`src/hw/rtl/dmx_pixel_channel_mapper_top_defines.svh`:
```
// Assertion macros shared by the pixel channel mapper RTL.
`ifndef DMX_PIXEL_CHANNEL_MAPPER_TOP_DEFINES_SVH
`define DMX_PIXEL_CHANNEL_MAPPER_TOP_DEFINES_SVH
`ifndef SYNTHESIS
// Checked while reset is low.
`define DPCM_ASSERT(lbl, clk, rst, prop, msg) \
   lbl: assert property (@(posedge clk) disable iff (rst) prop) else $error(msg);
// Checked at every edge, reset included.
`define DPCM_ASSERT_ALWAYS(lbl, clk, prop, msg) \
   lbl: assert property (@(posedge clk) prop) else $error(msg);
`else
`define DPCM_ASSERT(lbl, clk, rst, prop, msg)
`define DPCM_ASSERT_ALWAYS(lbl, clk, prop, msg)
`endif
`endif

```
`src/hw/rtl/dpcm_pkg.sv`:
```
// Types, widths and register codes of the pixel channel mapper.
package dpcm_pkg;

   localparam int UNIVERSE_SLOTS_DEF = 512;
   localparam int MAX_UNIVERSES_DEF  = 16;
   localparam int MAX_PIXELS_DEF     = 1024;

   localparam int PIX_IDX_W  = 10;
   localparam int CH_W       = 10;
   localparam int COUNT_W    = 11;
   localparam int UNI_W      = 15;
   localparam int UNI_OUT_W  = 16;
   localparam int OFS_W      = 4;
   localparam int CPP_W      = 3;
   localparam int RGB_CHANNELS = 3;
   localparam int BASE_W     = 13;
   localparam int QUO_W      = 7;
   localparam int REM_W      = 11;
   localparam int PIX_LIM_W  = 14;
   localparam int RECIP_SHIFT = 24;
   localparam int RECIP_W    = 19;
   localparam int CSR_IDX_W  = 3;
   localparam int CSR_DATA_W = 15;

   localparam logic [CSR_IDX_W-1:0] CSR_START_CHANNEL  = 3'd0;
   localparam logic [CSR_IDX_W-1:0] CSR_PIXEL_COUNT    = 3'd1;
   localparam logic [CSR_IDX_W-1:0] CSR_WHITE_ENABLE   = 3'd2;
   localparam logic [CSR_IDX_W-1:0] CSR_CCT_ENABLE     = 3'd3;
   localparam logic [CSR_IDX_W-1:0] CSR_START_UNIVERSE = 3'd4;

   localparam logic [CH_W-1:0]    START_CHANNEL_RST  = 10'd1;
   localparam logic [COUNT_W-1:0] PIXEL_COUNT_RST    = 11'd1;
   localparam logic [UNI_W-1:0]   START_UNIVERSE_RST = 15'd0;

   typedef struct packed {
      logic [CH_W-1:0]    start_channel;
      logic [COUNT_W-1:0] pixel_count;
      logic               white_enable;
      logic               cct_enable;
      logic [UNI_W-1:0]   start_universe;
   } cfg_type;

   typedef struct packed {
      logic              ok;
      logic [BASE_W-1:0] base;
   } loc_type;

   typedef struct packed {
      logic             ok;
      logic [QUO_W-1:0] quo;
      logic [CH_W-1:0]  rem;
   } div_type;

   typedef struct packed {
      logic                 ok;
      logic [OFS_W-1:0]     universe_offset;
      logic [UNI_OUT_W-1:0] artnet_universe;
      logic [UNI_OUT_W-1:0] sacn_universe;
      logic [CH_W-1:0]      channel_red;
      logic [CH_W-1:0]      channel_green;
      logic [CH_W-1:0]      channel_blue;
   } rsp_type;

endpackage

```
`src/hw/rtl/dpcm_if.sv`:
```
// Request and response channel interfaces of the pixel channel mapper.
interface dpcm_req_if;
   import dpcm_pkg::*;
   logic                 valid;
   logic                 ready;
   logic [PIX_IDX_W-1:0] pixel_index;
   modport source(output valid, output pixel_index, input ready);
   modport sink(input valid, input pixel_index, output ready);
endinterface

interface dpcm_rsp_if;
   import dpcm_pkg::*;
   logic                 valid;
   logic                 ready;
   logic                 ok;
   logic [OFS_W-1:0]     universe_offset;
   logic [UNI_OUT_W-1:0] artnet_universe;
   logic [UNI_OUT_W-1:0] sacn_universe;
   logic [CH_W-1:0]      channel_red;
   logic [CH_W-1:0]      channel_green;
   logic [CH_W-1:0]      channel_blue;
   modport source(output valid, output ok, output universe_offset, output artnet_universe,
                  output sacn_universe, output channel_red, output channel_green,
                  output channel_blue, input ready);
   modport sink(input valid, input ok, input universe_offset, input artnet_universe,
                input sacn_universe, input channel_red, input channel_green,
                input channel_blue, output ready);
endinterface

```
`src/hw/rtl/dpcm_locate.sv`:
```
// First stage: slot offset of the pixel and the range checks.
module dpcm_locate #(
   parameter int UNIVERSE_SLOTS = dpcm_pkg::UNIVERSE_SLOTS_DEF,
   parameter int MAX_PIXELS     = dpcm_pkg::MAX_PIXELS_DEF
) (
   input  logic              clock,
   input  logic              reset,
   input  dpcm_pkg::cfg_type cfg,
   dpcm_req_if.sink          req_ch,
   output logic              loc_valid,
   input  logic              loc_ready,
   output dpcm_pkg::loc_type loc
);
   import dpcm_pkg::*;

   localparam logic [CH_W-1:0]      Slots    = CH_W'(UNIVERSE_SLOTS);
   localparam logic [PIX_LIM_W-1:0] PixLimit = PIX_LIM_W'(MAX_PIXELS);

   logic              v_ff, v_in;
   loc_type           loc_ff, loc_in;
   logic [CPP_W-1:0]  cpp;
   logic [BASE_W-1:0] scaled;
   logic              stage_ready;

   assign stage_ready  = !v_ff || loc_ready;
   assign req_ch.ready = stage_ready;

   always_comb begin
      cpp = CPP_W'(RGB_CHANNELS) + CPP_W'(cfg.white_enable) + CPP_W'(cfg.cct_enable);
      scaled = BASE_W'(req_ch.pixel_index) * BASE_W'(cpp);
      loc_in.base = BASE_W'(cfg.start_channel) - BASE_W'(1) + scaled;
      loc_in.ok = (PIX_LIM_W'(req_ch.pixel_index) < PIX_LIM_W'(cfg.pixel_count))
               && (PIX_LIM_W'(req_ch.pixel_index) < PixLimit)
               && (cfg.start_channel != '0)
               && (cfg.start_channel <= Slots);
      v_in = stage_ready ? req_ch.valid : v_ff;
   end

   always_ff @(posedge clock) begin
      if (reset) begin
         v_ff <= 1'b0;
      end else begin
         v_ff <= v_in;
      end
   end

   always_ff @(posedge clock) begin
      if (stage_ready) begin
         loc_ff <= loc_in;
      end
   end

   assign loc_valid = v_ff;
   assign loc       = loc_ff;

endmodule

```
`src/hw/rtl/dpcm_divide.sv`:
```
// Three stages that split the slot offset into universe and slot within it.
`include "dmx_pixel_channel_mapper_top_defines.svh"
module dpcm_divide #(
   parameter int UNIVERSE_SLOTS = dpcm_pkg::UNIVERSE_SLOTS_DEF,
   parameter int MAX_UNIVERSES  = dpcm_pkg::MAX_UNIVERSES_DEF
) (
   input  logic              clock,
   input  logic              reset,
   input  logic              loc_valid,
   output logic              loc_ready,
   input  dpcm_pkg::loc_type loc,
   output logic              div_valid,
   input  logic              div_ready,
   output dpcm_pkg::div_type div
);
   import dpcm_pkg::*;

   localparam logic [CH_W-1:0]    Slots  = CH_W'(UNIVERSE_SLOTS);
   localparam logic [RECIP_W-1:0] Recip  = RECIP_W'((1 << RECIP_SHIFT) / UNIVERSE_SLOTS);
   localparam logic [QUO_W-1:0]   MaxUni = QUO_W'(MAX_UNIVERSES);

   logic                      a_rdy, b_rdy, c_rdy;
   logic                      a_v_ff, a_v_in, b_v_ff, b_v_in, c_v_ff, c_v_in;
   logic                      a_ok_ff, b_ok_ff;
   logic [BASE_W-1:0]         a_base_ff;
   logic [QUO_W-1:0]          a_quo_ff, a_quo_in, b_quo_ff;
   logic [REM_W-1:0]          b_rem_ff, b_rem_in;
   logic [BASE_W+RECIP_W-1:0] est_prod;
   logic [QUO_W+CH_W-1:0]     back_prod;
   logic                      fix;
   logic [QUO_W-1:0]          quo_fixed;
   div_type                   c_ff, c_in;

   assign c_rdy     = !c_v_ff || div_ready;
   assign b_rdy     = !b_v_ff || c_rdy;
   assign a_rdy     = !a_v_ff || b_rdy;
   assign loc_ready = a_rdy;

   always_comb begin
      est_prod = (BASE_W+RECIP_W)'(loc.base) * (BASE_W+RECIP_W)'(Recip);
      a_quo_in = QUO_W'(est_prod >> RECIP_SHIFT);
      back_prod = (QUO_W+CH_W)'(a_quo_ff) * (QUO_W+CH_W)'(Slots);
      b_rem_in = REM_W'(a_base_ff - BASE_W'(back_prod));
      fix = b_rem_ff >= REM_W'(Slots);
      quo_fixed = fix ? b_quo_ff + QUO_W'(1) : b_quo_ff;
      c_in.quo = quo_fixed;
      c_in.rem = fix ? CH_W'(b_rem_ff - REM_W'(Slots)) : CH_W'(b_rem_ff);
      c_in.ok  = b_ok_ff && (quo_fixed < MaxUni);
      a_v_in = a_rdy ? loc_valid : a_v_ff;
      b_v_in = b_rdy ? a_v_ff : b_v_ff;
      c_v_in = c_rdy ? b_v_ff : c_v_ff;
   end

   always_ff @(posedge clock) begin
      if (reset) begin
         a_v_ff <= 1'b0;
         b_v_ff <= 1'b0;
         c_v_ff <= 1'b0;
      end else begin
         a_v_ff <= a_v_in;
         b_v_ff <= b_v_in;
         c_v_ff <= c_v_in;
      end
   end

   always_ff @(posedge clock) begin
      if (a_rdy) begin
         a_ok_ff   <= loc.ok;
         a_base_ff <= loc.base;
         a_quo_ff  <= a_quo_in;
      end
      if (b_rdy) begin
         b_ok_ff  <= a_ok_ff;
         b_quo_ff <= a_quo_ff;
         b_rem_ff <= b_rem_in;
      end
      if (c_rdy) begin
         c_ff <= c_in;
      end
   end

   assign div_valid = c_v_ff;
   assign div       = c_ff;

   `DPCM_ASSERT(a_rem_one_fix, clock, reset, b_v_ff |-> b_rem_ff < (REM_W'(Slots) << 1), "Estimated quotient is off by more than one.")
   `DPCM_ASSERT(a_out_hold, clock, reset, c_v_ff && !div_ready |=> c_v_ff && $stable(c_ff), "Stalled division result changed.")
   `DPCM_ASSERT(a_quo_range, clock, reset, c_v_ff && c_ff.ok |-> c_ff.quo < MaxUni, "Valid item has a universe beyond the limit.")

endmodule

```
`src/hw/rtl/dpcm_format.sv`:
```
// Output stage: universe numbers, color slots and the failure result.
`include "dmx_pixel_channel_mapper_top_defines.svh"
module dpcm_format (
   input  logic              clock,
   input  logic              reset,
   input  dpcm_pkg::cfg_type cfg,
   input  logic              div_valid,
   output logic              div_ready,
   input  dpcm_pkg::div_type div,
   dpcm_rsp_if.source        rsp_ch
);
   import dpcm_pkg::*;

   logic    v_ff, v_in;
   rsp_type rsp_ff, rsp_in;
   logic    stage_ready;

   assign stage_ready = !v_ff || rsp_ch.ready;
   assign div_ready   = stage_ready;

   always_comb begin
      rsp_in = '0;
      if (div.ok) begin
         rsp_in.ok              = 1'b1;
         rsp_in.universe_offset = OFS_W'(div.quo);
         rsp_in.artnet_universe = UNI_OUT_W'(cfg.start_universe) + UNI_OUT_W'(div.quo);
         rsp_in.sacn_universe   = UNI_OUT_W'(cfg.start_universe) + UNI_OUT_W'(div.quo)
                                + UNI_OUT_W'(1);
         rsp_in.channel_red     = div.rem + CH_W'(1);
         rsp_in.channel_green   = div.rem + CH_W'(2);
         rsp_in.channel_blue    = div.rem + CH_W'(3);
      end
      v_in = stage_ready ? div_valid : v_ff;
   end

   always_ff @(posedge clock) begin
      if (reset) begin
         v_ff <= 1'b0;
      end else begin
         v_ff <= v_in;
      end
   end

   always_ff @(posedge clock) begin
      if (stage_ready) begin
         rsp_ff <= rsp_in;
      end
   end

   assign rsp_ch.valid           = v_ff;
   assign rsp_ch.ok              = rsp_ff.ok;
   assign rsp_ch.universe_offset = rsp_ff.universe_offset;
   assign rsp_ch.artnet_universe = rsp_ff.artnet_universe;
   assign rsp_ch.sacn_universe   = rsp_ff.sacn_universe;
   assign rsp_ch.channel_red     = rsp_ff.channel_red;
   assign rsp_ch.channel_green   = rsp_ff.channel_green;
   assign rsp_ch.channel_blue    = rsp_ff.channel_blue;

   `DPCM_ASSERT(a_fail_zero, clock, reset, rsp_ch.valid && !rsp_ch.ok |-> rsp_ch.universe_offset == '0 && rsp_ch.artnet_universe == '0 && rsp_ch.sacn_universe == '0 && rsp_ch.channel_red == '0 && rsp_ch.channel_green == '0 && rsp_ch.channel_blue == '0, "Failed item carries nonzero fields.")
   `DPCM_ASSERT(a_sacn_step, clock, reset, rsp_ch.valid && rsp_ch.ok |-> rsp_ch.sacn_universe == rsp_ch.artnet_universe + UNI_OUT_W'(1), "sACN universe is not Art-Net universe plus one.")
   `DPCM_ASSERT(a_blue_step, clock, reset, rsp_ch.valid && rsp_ch.ok |-> rsp_ch.channel_blue == rsp_ch.channel_red + CH_W'(2), "Blue slot is not red slot plus two.")
   `DPCM_ASSERT_ALWAYS(a_reset_empty, clock, reset |=> !rsp_ch.valid, "Output valid after reset.")

endmodule

```
`src/hw/rtl/dmx_pixel_channel_mapper_top.sv`:
```
// Top level of the DMX pixel channel mapper.
//
//   channel   direction  handshake      payload
//   req_ch    in         valid/ready    pixel_index
//   rsp_ch    out        valid/ready    ok, offsets, universes, red/green/blue slots
//   csr_*     in         csr_we only    csr_index, csr_wdata
//
// A result passes through five register stages on its way from the accepting edge to the
// output: locate, quotient estimate, remainder, correction and output.
// A new item is accepted every cycle while the output side takes results.
// Reset is synchronous; it empties the pipeline and restores the register defaults.
// A stall holds each full stage; an empty stage still takes the item before it.
module dmx_pixel_channel_mapper_top #(
   parameter int UNIVERSE_SLOTS = dpcm_pkg::UNIVERSE_SLOTS_DEF,
   parameter int MAX_UNIVERSES  = dpcm_pkg::MAX_UNIVERSES_DEF,
   parameter int MAX_PIXELS     = dpcm_pkg::MAX_PIXELS_DEF
) (
   input  logic                            clock,
   input  logic                            reset,
   dpcm_req_if.sink                        req_ch,
   dpcm_rsp_if.source                      rsp_ch,
   input  logic                            csr_we,
   input  logic [dpcm_pkg::CSR_IDX_W-1:0]  csr_index,
   input  logic [dpcm_pkg::CSR_DATA_W-1:0] csr_wdata
);
   import dpcm_pkg::*;

   cfg_type cfg_ff, cfg_in;
   logic    loc_valid, loc_ready, div_valid, div_ready;
   loc_type loc;
   div_type div;

   always_comb begin
      cfg_in = cfg_ff;
      if (csr_we) begin
         case (csr_index)
            CSR_START_CHANNEL:  cfg_in.start_channel  = CH_W'(csr_wdata);
            CSR_PIXEL_COUNT:    cfg_in.pixel_count    = COUNT_W'(csr_wdata);
            CSR_WHITE_ENABLE:   cfg_in.white_enable   = csr_wdata[0];
            CSR_CCT_ENABLE:     cfg_in.cct_enable     = csr_wdata[0];
            CSR_START_UNIVERSE: cfg_in.start_universe = UNI_W'(csr_wdata);
            default:            cfg_in = cfg_ff;
         endcase
      end
   end

   always_ff @(posedge clock) begin
      if (reset) begin
         cfg_ff.start_channel  <= START_CHANNEL_RST;
         cfg_ff.pixel_count    <= PIXEL_COUNT_RST;
         cfg_ff.white_enable   <= 1'b0;
         cfg_ff.cct_enable     <= 1'b0;
         cfg_ff.start_universe <= START_UNIVERSE_RST;
      end else begin
         cfg_ff <= cfg_in;
      end
   end

   dpcm_locate #(
      .UNIVERSE_SLOTS(UNIVERSE_SLOTS),
      .MAX_PIXELS(MAX_PIXELS)
   ) u_locate (
      .clock(clock),
      .reset(reset),
      .cfg(cfg_ff),
      .req_ch(req_ch),
      .loc_valid(loc_valid),
      .loc_ready(loc_ready),
      .loc(loc)
   );

   dpcm_divide #(
      .UNIVERSE_SLOTS(UNIVERSE_SLOTS),
      .MAX_UNIVERSES(MAX_UNIVERSES)
   ) u_divide (
      .clock(clock),
      .reset(reset),
      .loc_valid(loc_valid),
      .loc_ready(loc_ready),
      .loc(loc),
      .div_valid(div_valid),
      .div_ready(div_ready),
      .div(div)
   );

   dpcm_format u_format (
      .clock(clock),
      .reset(reset),
      .cfg(cfg_ff),
      .div_valid(div_valid),
      .div_ready(div_ready),
      .div(div),
      .rsp_ch(rsp_ch)
   );

endmodule
```
`src/flat_wrapper.sv`:
```
// flat-port wrapper written by rule: the top's interface ports become plain ports
module dmx_pixel_channel_mapper_top_flat import dpcm_pkg::*;
#(
   parameter int UNIVERSE_SLOTS = dpcm_pkg::UNIVERSE_SLOTS_DEF,
   parameter int MAX_UNIVERSES  = dpcm_pkg::MAX_UNIVERSES_DEF,
   parameter int MAX_PIXELS     = dpcm_pkg::MAX_PIXELS_DEF
)
  (clock, reset, csr_we, csr_index, csr_wdata, req_ch_valid, req_ch_pixel_index, req_ch_ready, rsp_ch_valid, rsp_ch_ok, rsp_ch_universe_offset, rsp_ch_artnet_universe, rsp_ch_sacn_universe, rsp_ch_channel_red, rsp_ch_channel_green, rsp_ch_channel_blue, rsp_ch_ready);
  dpcm_req_if req_ch_i ();
  dpcm_rsp_if rsp_ch_i ();
  input  logic clock;
  input  logic reset;
  input  logic csr_we;
  input  logic [dpcm_pkg::CSR_IDX_W-1:0] csr_index;
  input  logic [dpcm_pkg::CSR_DATA_W-1:0] csr_wdata;
  input wire logic [$bits(req_ch_i.valid)-1:0] req_ch_valid;
  input wire logic [$bits(req_ch_i.pixel_index)-1:0] req_ch_pixel_index;
  output wire logic [$bits(req_ch_i.ready)-1:0] req_ch_ready;
  output wire logic [$bits(rsp_ch_i.valid)-1:0] rsp_ch_valid;
  output wire logic [$bits(rsp_ch_i.ok)-1:0] rsp_ch_ok;
  output wire logic [$bits(rsp_ch_i.universe_offset)-1:0] rsp_ch_universe_offset;
  output wire logic [$bits(rsp_ch_i.artnet_universe)-1:0] rsp_ch_artnet_universe;
  output wire logic [$bits(rsp_ch_i.sacn_universe)-1:0] rsp_ch_sacn_universe;
  output wire logic [$bits(rsp_ch_i.channel_red)-1:0] rsp_ch_channel_red;
  output wire logic [$bits(rsp_ch_i.channel_green)-1:0] rsp_ch_channel_green;
  output wire logic [$bits(rsp_ch_i.channel_blue)-1:0] rsp_ch_channel_blue;
  input wire logic [$bits(rsp_ch_i.ready)-1:0] rsp_ch_ready;
  assign req_ch_i.valid = req_ch_valid;
  assign req_ch_i.pixel_index = req_ch_pixel_index;
  assign req_ch_ready = req_ch_i.ready;
  assign rsp_ch_valid = rsp_ch_i.valid;
  assign rsp_ch_ok = rsp_ch_i.ok;
  assign rsp_ch_universe_offset = rsp_ch_i.universe_offset;
  assign rsp_ch_artnet_universe = rsp_ch_i.artnet_universe;
  assign rsp_ch_sacn_universe = rsp_ch_i.sacn_universe;
  assign rsp_ch_channel_red = rsp_ch_i.channel_red;
  assign rsp_ch_channel_green = rsp_ch_i.channel_green;
  assign rsp_ch_channel_blue = rsp_ch_i.channel_blue;
  assign rsp_ch_i.ready = rsp_ch_ready;
  dmx_pixel_channel_mapper_top #(.UNIVERSE_SLOTS(UNIVERSE_SLOTS), .MAX_UNIVERSES(MAX_UNIVERSES), .MAX_PIXELS(MAX_PIXELS)) u_core (.clock(clock), .reset(reset), .req_ch(req_ch_i), .rsp_ch(rsp_ch_i), .csr_we(csr_we), .csr_index(csr_index), .csr_wdata(csr_wdata));
endmodule
```
`config.mk`:
```
export PLATFORM = sky130hd
export DESIGN_NAME = dmx_pixel_channel_mapper_top_flat
export DESIGN_NICKNAME = d
export VERILOG_FILES = /design/src/hw/rtl/dpcm_pkg.sv /design/src/hw/rtl/dpcm_if.sv /design/src/hw/rtl/dpcm_locate.sv /design/src/hw/rtl/dpcm_divide.sv /design/src/hw/rtl/dpcm_format.sv /design/src/hw/rtl/dmx_pixel_channel_mapper_top.sv /design/src/flat_wrapper.sv
export VERILOG_INCLUDE_DIRS = /design/src /design/src/hw/rtl
export SDC_FILE = /design/constraint.sdc
export NUM_CORES = 1
export LEC_CHECK = 0
export BUFFER_PORTS_ARGS = -buffer_cell sky130_fd_sc_hd__buf_2
export CAP_MARGIN = 20
export CORE_AREA = 4 4 121 123
export DETAILED_ROUTE_END_ITERATION = 10
export DIE_AREA = 0 0 125 127
export PLACE_DENSITY_LB_ADDON = 0.3
export SYNTH_ARGS = -nofsm -noshare
export SYNTH_HDL_FRONTEND = slang
export SYNTH_SLANG_ARGS = --single-unit
```
`constraint.sdc`:
```
create_clock -name clock -period 9.4 [get_ports clock]
set_input_delay 1.88 -clock clock [delete_from_list [all_inputs] [get_ports clock]]
set_output_delay 1.88 -clock clock [all_outputs]
set_load 0.01 [all_outputs]
```
==> flow_metrics.tcl, run 1 <==
set metrics [dict create \
    fin_skew_ns 0.00614 \
    synth-simple-area-share_pct 15.0 \
    clk_path_buf_depth 2 \
    port_buffers 101 \
    cts.sinks 167 \
    slew_headroom_pct 24.3 \
    layout_common_cells "edfxtp_1, buf_2, nand2_1" \
    cts_made_buffers 17 \
    yosys.area_share.adder_pct 9.52 \
    vias 5835 \
    fin_util_pct 70.1 \
    synth_xor_area_share_pct 5.50 \
    layout_commonest_cell "edfxtp_1" \
    io_pins 102 \
    dr.pass1.iters 5 \
    worst_slew_pin_slew_ns 1.13 \
    p_sw_share_pct 27.8 \
    drtIter0Drc 431 \
    power_switching_mw 0.578 \
    synth_cell_types 66 \
    initial_core_util_pct 61.7 \
    clockPowerShare_pct 30.9 \
    yosys.area.top_type "edfxtp_1" \
    hold_viol_final 0 \
    peakVddDrop_uv 135 \
    fin_ws_ns 4.02 \
    cts_tree "yes" \
    hp-class "reg -> reg" \
    post-dp-hpwl_microns 11800 \
    yosys-top-cells-area "edfxtp_1, dfxtp_1, ha_1, nand2_1, a21oi_1" \
    crit_type "in -> out" \
    grt_max_degree 67 \
    cts_root_buf "clkbuf_16" \
    coreArea_sq_mm 0.0137 \
    yosys_warnings 0 \
    hold_buffers 0 \
    critPathBufInv 2 \
    fp-row-count 43 \
    antenna_found_initial 0 \
    worstPathArrival_ns 3.50 \
    min_period_over_period_pct 57.2 \
    die_area_sq_mm 0.0159 \
    path_cells "buf_2 -> nor2b_1 -> and3_1 -> nand3_1 -> buf_2" \
    cp_slowest_cell "nand3_1" \
    die_h_microns 127 \
    hold_depth 0 \
    ys_ff_latch 167 \
    synth.avg_cell_area_sq_um 10.9 \
    antenna_cells 0 \
    fin_crit_ns 5.38 \
    reg2reg_depth 14 \
    synth_top_family_by_area "simple AND/OR/NAND/NOR gates" \
    num-fill-cells 991 \
    final-max-slew-violation-count 0 \
    setup_tns_ns 0 \
    max_stage_delay_ns 0.54 \
    synth_compound_area_share_pct 9.48 \
    pwr-share-comb_pct 18.4 \
    drtAntennaViolNets 0 \
    grt.total_usage_pct 20.8 \
    worst_ep_required_time_ns 7.52 \
    postCtsSetupBuffers 0 \
    synthArstFlopShare_pct 0 \
    synth_top_area_share_pct 44.1 \
    maxCapViolCount 0 \
    status "finished clean" \
    viasPerCell 5.54 \
    endpoint_kind "output port" \
    placed_cell_area_sq_mm 0.00903 \
    rsz0062_at_grt "no" \
    overflow 0 \
    drc 0 \
    ys.flop_type "edfxtp_1" \
    wire_per_inst_microns 15.2 \
    grt_pass1_vias 5758 \
    clk-insertion-delay-late_ns 0.42 \
    htreeDepth 4 \
    cts_resized 0 \
    fmax_mhz 186 \
    start_kind "input port" \
    power.density_mw_per_mm2 217 \
    clk_pin_slew_ns 0.06 \
    fin_area_sq_mm 0.00958 \
    drive_gt1_share_pct 17.7 \
    die_x_microns 125 \
    setup_viol 0 \
    worst_path_most_repeated_cell "buf_2" \
    finalPower_mw 2.08 \
    nets 951 \
    p_int_mw 1.50 \
    critPathMaxFanout 16 \
    power.leakage_nw 4.06 \
    gp_congestion 0.865 \
    synthMuxAreaShare_pct 1.69 \
    syn_to_final_growth_pct 13.6 \
    pre_cts_slack_ns 4.00 \
    wirelength_microns 16100 \
    ys_seq_area_share_pct 54.4 \
    synth_edf_count 124 \
    critical_path.top_delay_family "simple AND/OR/NAND/NOR gates" \
    syn_inst 773 \
    path_depth 5 \
    pwr-share-seq_pct 50.7 \
    grt_first_pass_wirelength_microns 27100 \
    syn_area_sq_mm 0.00843 \
]
## through the flow
step	std cells	hold WS [ns]
detailed placement	1022	0.405
finish	1054	0.416
global placement	1022	0.403
CTS	1054	0.418
global route	1054	0.424
floorplan	774	0.400
## sequential cells by signal, summed over array words and instances (netlist names), 9 cells and up
name                                    count
u_core.u_divide.b_rem_ff                    9
u_core.u_format.rsp_ch.channel_green       10
u_core.u_locate.loc                        14
u_core.u_format.rsp_ch.artnet_universe     16
u_core.u_format.rsp_ch.sacn_universe       16
u_core.cfg_ff                              38
u_core.u_format.rsp_ch.channel_blue         9
u_core.u_format.rsp_ch.channel_red         10
u_core.u_divide.a_base_ff                  10
u_core.u_divide.div                        16
## cell type report
class                   count  area (sq um)  share of cell area [%]
clock inverters            14           125                    1.31
well taps                 180           225                    2.35
clock buffers              18           429                    4.48
multi-input cells         516          3480                    36.3
inverters                  54           203                    2.12
repair buffers            105           536                    5.59
flip-flops and latches    167          4580                    47.8
## metal layers
| metal | wire length, microns | global-route usage (%) |
|---|---|---|
| met5 | 0 | 0 |
| met1 | 6840 | 26.6 |
| met2 | 7860 | 34.5 |
| met4 | 427 | 8.61 |
| met3 | 923 | 5.06 |
## synthesized netlist by cell type, drive strengths merged (7+ instances only)
| library cell | number |
|---|---|
| xnor2 | 25 |
| nor2b | 14 |
| a31oi | 8 |
| nand3 | 19 |
| buf | 7 |
| ha | 45 |
| or3 | 9 |
| a21oi | 60 |
| nor3 | 14 |
| xor2 | 28 |
| a21o | 7 |
| fa | 12 |
| dfxtp | 43 |
| nor2 | 61 |
| mux2 | 10 |
| nand2 | 100 |
| o21ai | 19 |
| and2 | 17 |
| clkbuf | 30 |
| inv | 54 |
| edfxtp | 124 |
## logic make-up after synthesis
logic type | count (synthesis)
other | 1
AO/OA/AOI/OAI | 124
flip-flops | 167
buffers and inverters | 91
AND/OR/NAND/NOR | 267
multiplexers | 13
adder cells (fa/ha/maj) | 57
XOR/XNOR | 53
## path summary, 6_finish.rpt
| kind | start | end | slack [ns] |
|---|---|---|---|
| worst max-delay path | rsp_ch_ready | req_ch_ready | 4.02 |
| worst max register to register | u_core.cfg_ff[16]$_SDFFE_PP0P_ | u_core.u_locate.loc[11]$_DFFE_PP_ | 5.10 |
| worst min-delay path | u_core.u_divide.b_quo_ff[3]$_DFFE_PP_ | u_core.u_divide.div[13]$_DFFE_PP_ | 0.42 |
| worst min register to register | u_core.u_divide.b_quo_ff[3]$_DFFE_PP_ | u_core.u_divide.div[13]$_DFFE_PP_ | 0.42 |
## power by group through the flow
stage,sequential [mW],combinational [mW],clock (mW)
after floorplan,1.06,0.255,0
after global placement,1.06,0.366,0
after detailed placement,1.07,0.379,0
after CTS,1.06,0.384,0.651
after global routing,1.07,0.428,0.690
final,1.06,0.382,0.643
Power figures use the tool's default switching activity.
==> run 2, diff against run 1 <==
--- a/config.mk
+++ b/config.mk
@@ -6,11 +6,12 @@
 export SDC_FILE = /design/constraint.sdc
 export NUM_CORES = 1
 export LEC_CHECK = 0
+export ABC_AREA = 1
 export BUFFER_PORTS_ARGS = -buffer_cell sky130_fd_sc_hd__buf_2
 export CAP_MARGIN = 20
-export CORE_AREA = 4 4 121 123
+export CORE_AREA = 4 4 132 134
 export DETAILED_ROUTE_END_ITERATION = 10
-export DIE_AREA = 0 0 125 127
+export DIE_AREA = 0 0 136 138
 export PLACE_DENSITY_LB_ADDON = 0.3
 export SYNTH_ARGS = -nofsm -noshare
 export SYNTH_HDL_FRONTEND = slang
==> constraint.sdc (replaced) <==
create_clock -name clock -period 4.7 [get_ports clock]
set_input_delay 0.94 -clock clock [delete_from_list [all_inputs] [get_ports clock]]
set_output_delay 0.94 -clock clock [all_outputs]
set_load 0.01 [all_outputs]
==> run 2 against run 1 <==
First-iteration DRC count is 4.4% higher. Largest cell class unchanged. Final cell count increased by 17%. Register-to-register slack got worse by 3.8 ns. Utilization fell by 9.8 points. Non-clock buffer count fell by 1. Critical endpoint unchanged. Highest routed layer unchanged. Clock power rose by 110%. Worst hold slack worse by 0.0048 ns.
==> flow_metrics.tcl, run 2 <==
set metrics [dict create \
    status "finished clean" \
    crit_path_end "req_ch_ready" \
    crit_type "in -> out" \
    antenna_cells 0 \
    top_register "u_core.cfg_ff" \
    topRoutingLayerUsed "met4" \
    endpoint_kind "output port" \
    hold_viol_final 0 \
    start_kind "input port" \
    cts_resized 0 \
    final-max-slew-violation-count 0 \
    cts_made_buffers 17 \
    power.leakage_nw 4.57 \
    met3RoutedLength_microns 808 \
    drc 0 \
    reg2reg_to "u_core.u_locate.loc[9]$_DFFE_PP_" \
    cts.sinks 167 \
    wl_met2_microns 7250 \
    cp-startpoint "rsp_ch_ready" \
    layout_commonest_cell "inv_1" \
    num-fill-cells 1425 \
    critPathMaxFanout 18 \
    yosysMostFrequentCell "inv_1" \
    power.density_mw_per_mm2 444 \
    worstPathArrival_ns 2.68 \
    grt_pass1_vias 5436 \
    overflow 0 \
    wire_per_inst_microns 12.5 \
    worst_slew_pin_slew_ns 0.905 \
    cts_root_buf "clkbuf_16" \
    syn_inst 900 \
    die_area_sq_mm 0.0188 \
    synth.avg_cell_area_sq_um 9.46 \
    synth_cell_types 42 \
    postCtsSetupBuffers 0 \
    r2r_slack_ns 1.31 \
    reg2reg_depth 14 \
    drive_gt1_share_pct 16.2 \
    ys_seq_area_share_pct 53.8 \
    initial_core_util_pct 52.3 \
    min_period_over_period_pct 77.0 \
    clk_path_buf_depth 2 \
    hold_buffers 0 \
    clk_pin_slew_ns 0.06 \
    port_buffers 101 \
    yosys_warnings 0 \
    antenna_found_initial 0 \
    setup_tns_ns 0 \
    io_pins 102 \
    r2r_start "u_core.cfg_ff[15]$_SDFFE_PP0P_" \
    synth_edf_count 124 \
    multi_input_area_sq_mm 0.00325 \
    post-dp-hpwl_microns 11700 \
    grt.total_usage_pct 16.7 \
    largest_reg_flops 38 \
    slew_headroom_pct 39.7 \
    fin_crit_ns 3.62 \
    nets 1090 \
    yosys-top-cells-area "edfxtp_1, dfxtp_1, inv_1, ha_1, nand2_1" \
    layout_common_cells "inv_1, nand2_1, edfxtp_1" \
    seq_area_sq_mm 0.00458 \
    fin_skew_ns 0.00756 \
    rsz0062_at_grt "no" \
    peakVddDrop_uv 320 \
    coreArea_sq_mm 0.0163 \
    htreeDepth 4 \
    viasPerCell 4.91 \
    dr.pass1.iters 4 \
    cts_tree "yes" \
    hp-class "reg -> reg" \
    clk-insertion-delay-late_ns 0.42 \
    wirelength_microns 15500 \
    ys_ff_latch 167 \
    gp_congestion 0.855 \
    grt_max_degree 68 \
    grt_first_pass_wirelength_microns 25300 \
    final-instance-count-excl-fill 1233 \
    syn_to_final_growth_pct 15.3 \
    setup_viol 0 \
    vias 6055 \
    place_inst 1201 \
    ys.flop_type "edfxtp_1" \
    maxCapViolCount 0 \
    syn_area_sq_mm 0.00852 \
    die_x_microns 136 \
    synthArstFlopShare_pct 0 \
    drtAntennaViolNets 0 \
    drt-met1-wl_microns 7210 \
    worst_ep_required_time_ns 3.76 \
    yosys.area.top_type "edfxtp_1" \
    drtIter0Drc 450 \
    synth_top_area_share_pct 43.7 \
    synthTopCellsByCount "inv_1, nand2_1, edfxtp_1" \
    fp-row-count 47 \
    fmax_mhz 276 \
    die_h_microns 138 \
]
[run 2: critical path, cell delays in order]
cell and delay, ns:
buf_2 0.07, nor2_1 0.04, inv_2 0.04, nor2_1 0.03
inv_1 0.43, nor2_1 0.08, inv_1 0.42, nor2_1 0.13
nand2_1 0.09, buf_4 0.23, buf_2 0.17
[run 2: cell families (layout without fill, tap and decap cells)]
family / Yosys count / after routing / share of synthesized area (%)
AO/OA/AOI/OAI: 156 / 156 / 9.68
XOR/XNOR: 23 / 23 / 2.36
adder cells (fa/ha/maj): 57 / 57 / 9.43
buffers and inverters: 181 / 293 / 8.03
flip-flops: 167 / 167 / 53.8
other: 1 / 2 / 0.0440
AND/OR/NAND/NOR: 315 / 315 / 16.6
[run 2: how the worst min path moves through the flow]
stage | start | to | slack, ns | cells after the start
after floorplan | u_core.u_locate.loc[0]$_DFFE_PP_ | u_core.u_divide.a_base_ff[0]$_DFFE_PP_ | 0.40 | 0
after global placement | u_core.u_locate.loc[0]$_DFFE_PP_ | u_core.u_divide.a_base_ff[0]$_DFFE_PP_ | 0.40 | 0
after detailed placement | u_core.u_locate.loc[2]$_DFFE_PP_ | u_core.u_divide.a_base_ff[2]$_DFFE_PP_ | 0.40 | 0
after CTS | u_core.u_divide.b_rem_ff[8]$_DFFE_PP_ | u_core.u_divide.div[8]$_DFFE_PP_ | 0.41 | 0
after global routing | u_core.u_divide.b_rem_ff[5]$_DFFE_PP_ | u_core.u_divide.div[5]$_DFFE_PP_ | 0.42 | 0
final | u_core.u_divide.b_rem_ff[8]$_DFFE_PP_ | u_core.u_divide.div[8]$_DFFE_PP_ | 0.41 | 0
[run 2: stage by stage]
step           power (mW)  area (sq um)  setup slack (ns)  hold slack [ns]  utilization (%)
3_5_place_dp         3.02          9230              1.05            0.405             56.7
5_1_grt              4.61          9820             0.783            0.423             60.3
3_3_place_gp         3.00          9230              1.06            0.402             56.7
4_1_cts              4.39          9820              1.03            0.415             60.3
2_1_floorplan        2.74          8520            0.0221            0.400                -
6_report             4.36          9820              1.08            0.412             60.3
[run 2: metal layers]
metal | global-route usage (%) | vias to the layer above
met3 | 3.92 | 17
met5 | 0 | -
met4 | 4.77 | 0
met1 | 22.8 | 2721
met2 | 26.8 | 136
li1 | - | 3181
[run 2: cell type report]
class                   count  share of cell area, %
clock buffers              19                   4.41
flip-flops and latches    167                   46.7
inverters                 157                   6.00
well taps                 220                   2.80
clock inverters            13                   1.62
repair buffers            104                   5.38
multi-input cells         553                   33.1
[run 2: power by group]
part / switching (mW) / leakage, nW / total, mW / internal [mW]
clock network: 0.575 / 0.284 / 1.37 / 0.799
logic: 0.541 / 2.52 / 0.868 / 0.327
registers: 0.138 / 1.77 / 2.11 / 1.98
==> run 3, diff against run 2 <==
==> constraint.sdc (replaced) <==
create_clock -name clock -period 3.1 [get_ports clock]
set_input_delay 0.62 -clock clock [delete_from_list [all_inputs] [get_ports clock]]
set_output_delay 0.62 -clock clock [all_outputs]
set_load 0.01 [all_outputs]
==> run 3 against run 2 <==
Register-to-register slack got worse by 1.2 ns. Design area increased by 4.6%. Routed wire length increased by 6.8%. Sequential power increased by 51%. Worst hold slack improved by 0.0055 ns. Clock power increased by 56%. Via count increased by 3.4%.
==> flow_metrics.tcl, run 3 (same netlist as run 2, synthesis figures left out) <==
set metrics [dict create \
    place_inst 1232 \
    cts_tree "yes" \
    antenna_cells 0 \
    die_area_sq_mm 0.0188 \
    hold_viol_final 0 \
    cts.sinks 167 \
    pre_cts_slack_ns -0.150 \
    setup_viol 0 \
    min_period_over_period_pct 96.6 \
    drc 0 \
    die_h_microns 138 \
    port_buffers 101 \
    setup_tns_ns 0 \
    path_cells "inv_2 -> ha_4 -> buf_6 -> nor2_1 -> ha_1 -> a31oi_2 -> fa_1 -> inv_2 -> ha_4 -> inv_1 -> o21bai_1 -> a221oi_2 -> o31ai_2 -> xnor2_1" \
    critPathMaxFanout 6 \
    status "finished clean" \
    htreeDepth 4 \
    power.leakage_nw 4.75 \
    grt_first_pass_wirelength_microns 27100 \
    grt_pass1_vias 5769 \
    drive_gt1_share_pct 21.8 \
    antenna_found_initial 0 \
    syn_to_final_growth_pct 20.6 \
    top_register "u_core.cfg_ff" \
    hold_buffers 0 \
    clk_path_buf_depth 2 \
    worstPathArrival_ns 3.15 \
    endpoint_kind "flip-flop" \
    gp_congestion 0.881 \
    die_x_microns 136 \
    fmax_mhz 334 \
    cp_slowest_cell "fa_1" \
    viasPerCell 4.95 \
    power.density_mw_per_mm2 668 \
    peakVddDrop_uv 472 \
    largest_reg_flops 38 \
    cts_root_buf "clkbuf_16" \
    fp-row-count 47 \
    drtIter0Drc 451 \
    clk-insertion-delay-late_ns 0.42 \
    fin_crit_ns 2.99 \
    fin_ws_ns 0.106 \
    post-dp-hpwl_microns 12400 \
    layout_commonest_cell "inv_1" \
    io_pins 102 \
    layout_common_cells "inv_1, nand2_1, edfxtp_1" \
    coreArea_sq_mm 0.0163 \
    dr.pass1.iters 6 \
    worst_slew_pin_slew_ns 0.874 \
    wirelength_microns 16500 \
    start_kind "flip-flop" \
    max_stage_delay_ns 0.45 \
    clk_pin_slew_ns 0.07 \
    maxCapViolCount 0 \
    fin_skew_ns 0.00812 \
    crit_type "reg -> reg" \
    slew_headroom_pct 41.7 \
    grt.total_usage_pct 17.8 \
    hp-class "reg -> reg" \
    final-instance-count-excl-fill 1265 \
    cts_made_buffers 17 \
    nets 1122 \
    worst_ep_required_time_ns 3.26 \
    final-max-slew-violation-count 0 \
    drtAntennaViolNets 0 \
    critPathBufInv 4 \
    critical_path.top_delay_family "adder cells" \
    wire_per_inst_microns 13.1 \
    grt_max_degree 68 \
    overflow 0 \
    vias 6261 \
    initial_core_util_pct 52.3 \
]
==> run 3: power breakdown <==
part | switching (mW) | leakage (nW) | internal [mW]
clock network | 0.824 | 0.288 | 1.32
logic | 0.904 | 2.70 | 0.623
registers | 0.193 | 1.77 | 3.00
total | 1.92 | 4.75 | 4.94
==> run 3: timing repair <==
| action | in CTS | in global routing |
|---|---|---|
| resized for setup | 8 | 25 |
| setup buffers | 0 | 1 |
| pin swaps | 0 | 7 |
| setup endpoints to repair | 7 | 7 |
==> run 3: layout make-up <==
class | count | area [sq um]
fillers | 1339 | 6020
clock inverters | 10 | 144
repair buffers | 136 | 772
inverters | 157 | 603
flip-flops and latches | 167 | 4580
well taps | 220 | 275
multi-input cells | 553 | 3430
clock buffers | 22 | 464
==> run 3: path summary, 6_finish.rpt <==
kind / from / endpoint / slack (ns) / cells after the start
min: u_core.u_divide.a_base_ff[7]$_DFFE_PP_ / u_core.u_divide.b_rem_ff[7]$_DFFE_PP_ / 0.42 / 0
max: u_core.cfg_ff[15]$_SDFFE_PP0P_ / u_core.u_locate.loc[12]$_DFFE_PP_ / 0.11 / 14
max reg2reg: u_core.cfg_ff[15]$_SDFFE_PP0P_ / u_core.u_locate.loc[12]$_DFFE_PP_ / 0.11 / 14
min reg2reg: u_core.u_divide.a_base_ff[7]$_DFFE_PP_ / u_core.u_divide.b_rem_ff[7]$_DFFE_PP_ / 0.42 / 0
==> run 3: metal layers <==
metal  track usage [%]  routed length, microns
met3              3.38                     832
met1              24.4                    7480
met4              6.05                     355
met5                 0                       0
met2              28.4                    7860
==> run 3: stage by stage <==
stage                     cell area, sq um  total power, mW  utilization, %  hold slack [ns]
final                                10300             6.86            63.1            0.417
after global routing                 10300             7.25            63.1            0.425
after floorplan                       8580             4.15               -            0.400
after detailed placement              9510             4.68            58.4            0.405
after CTS                            10200             6.83            62.3            0.418
after global placement                9510             4.64            58.4            0.401
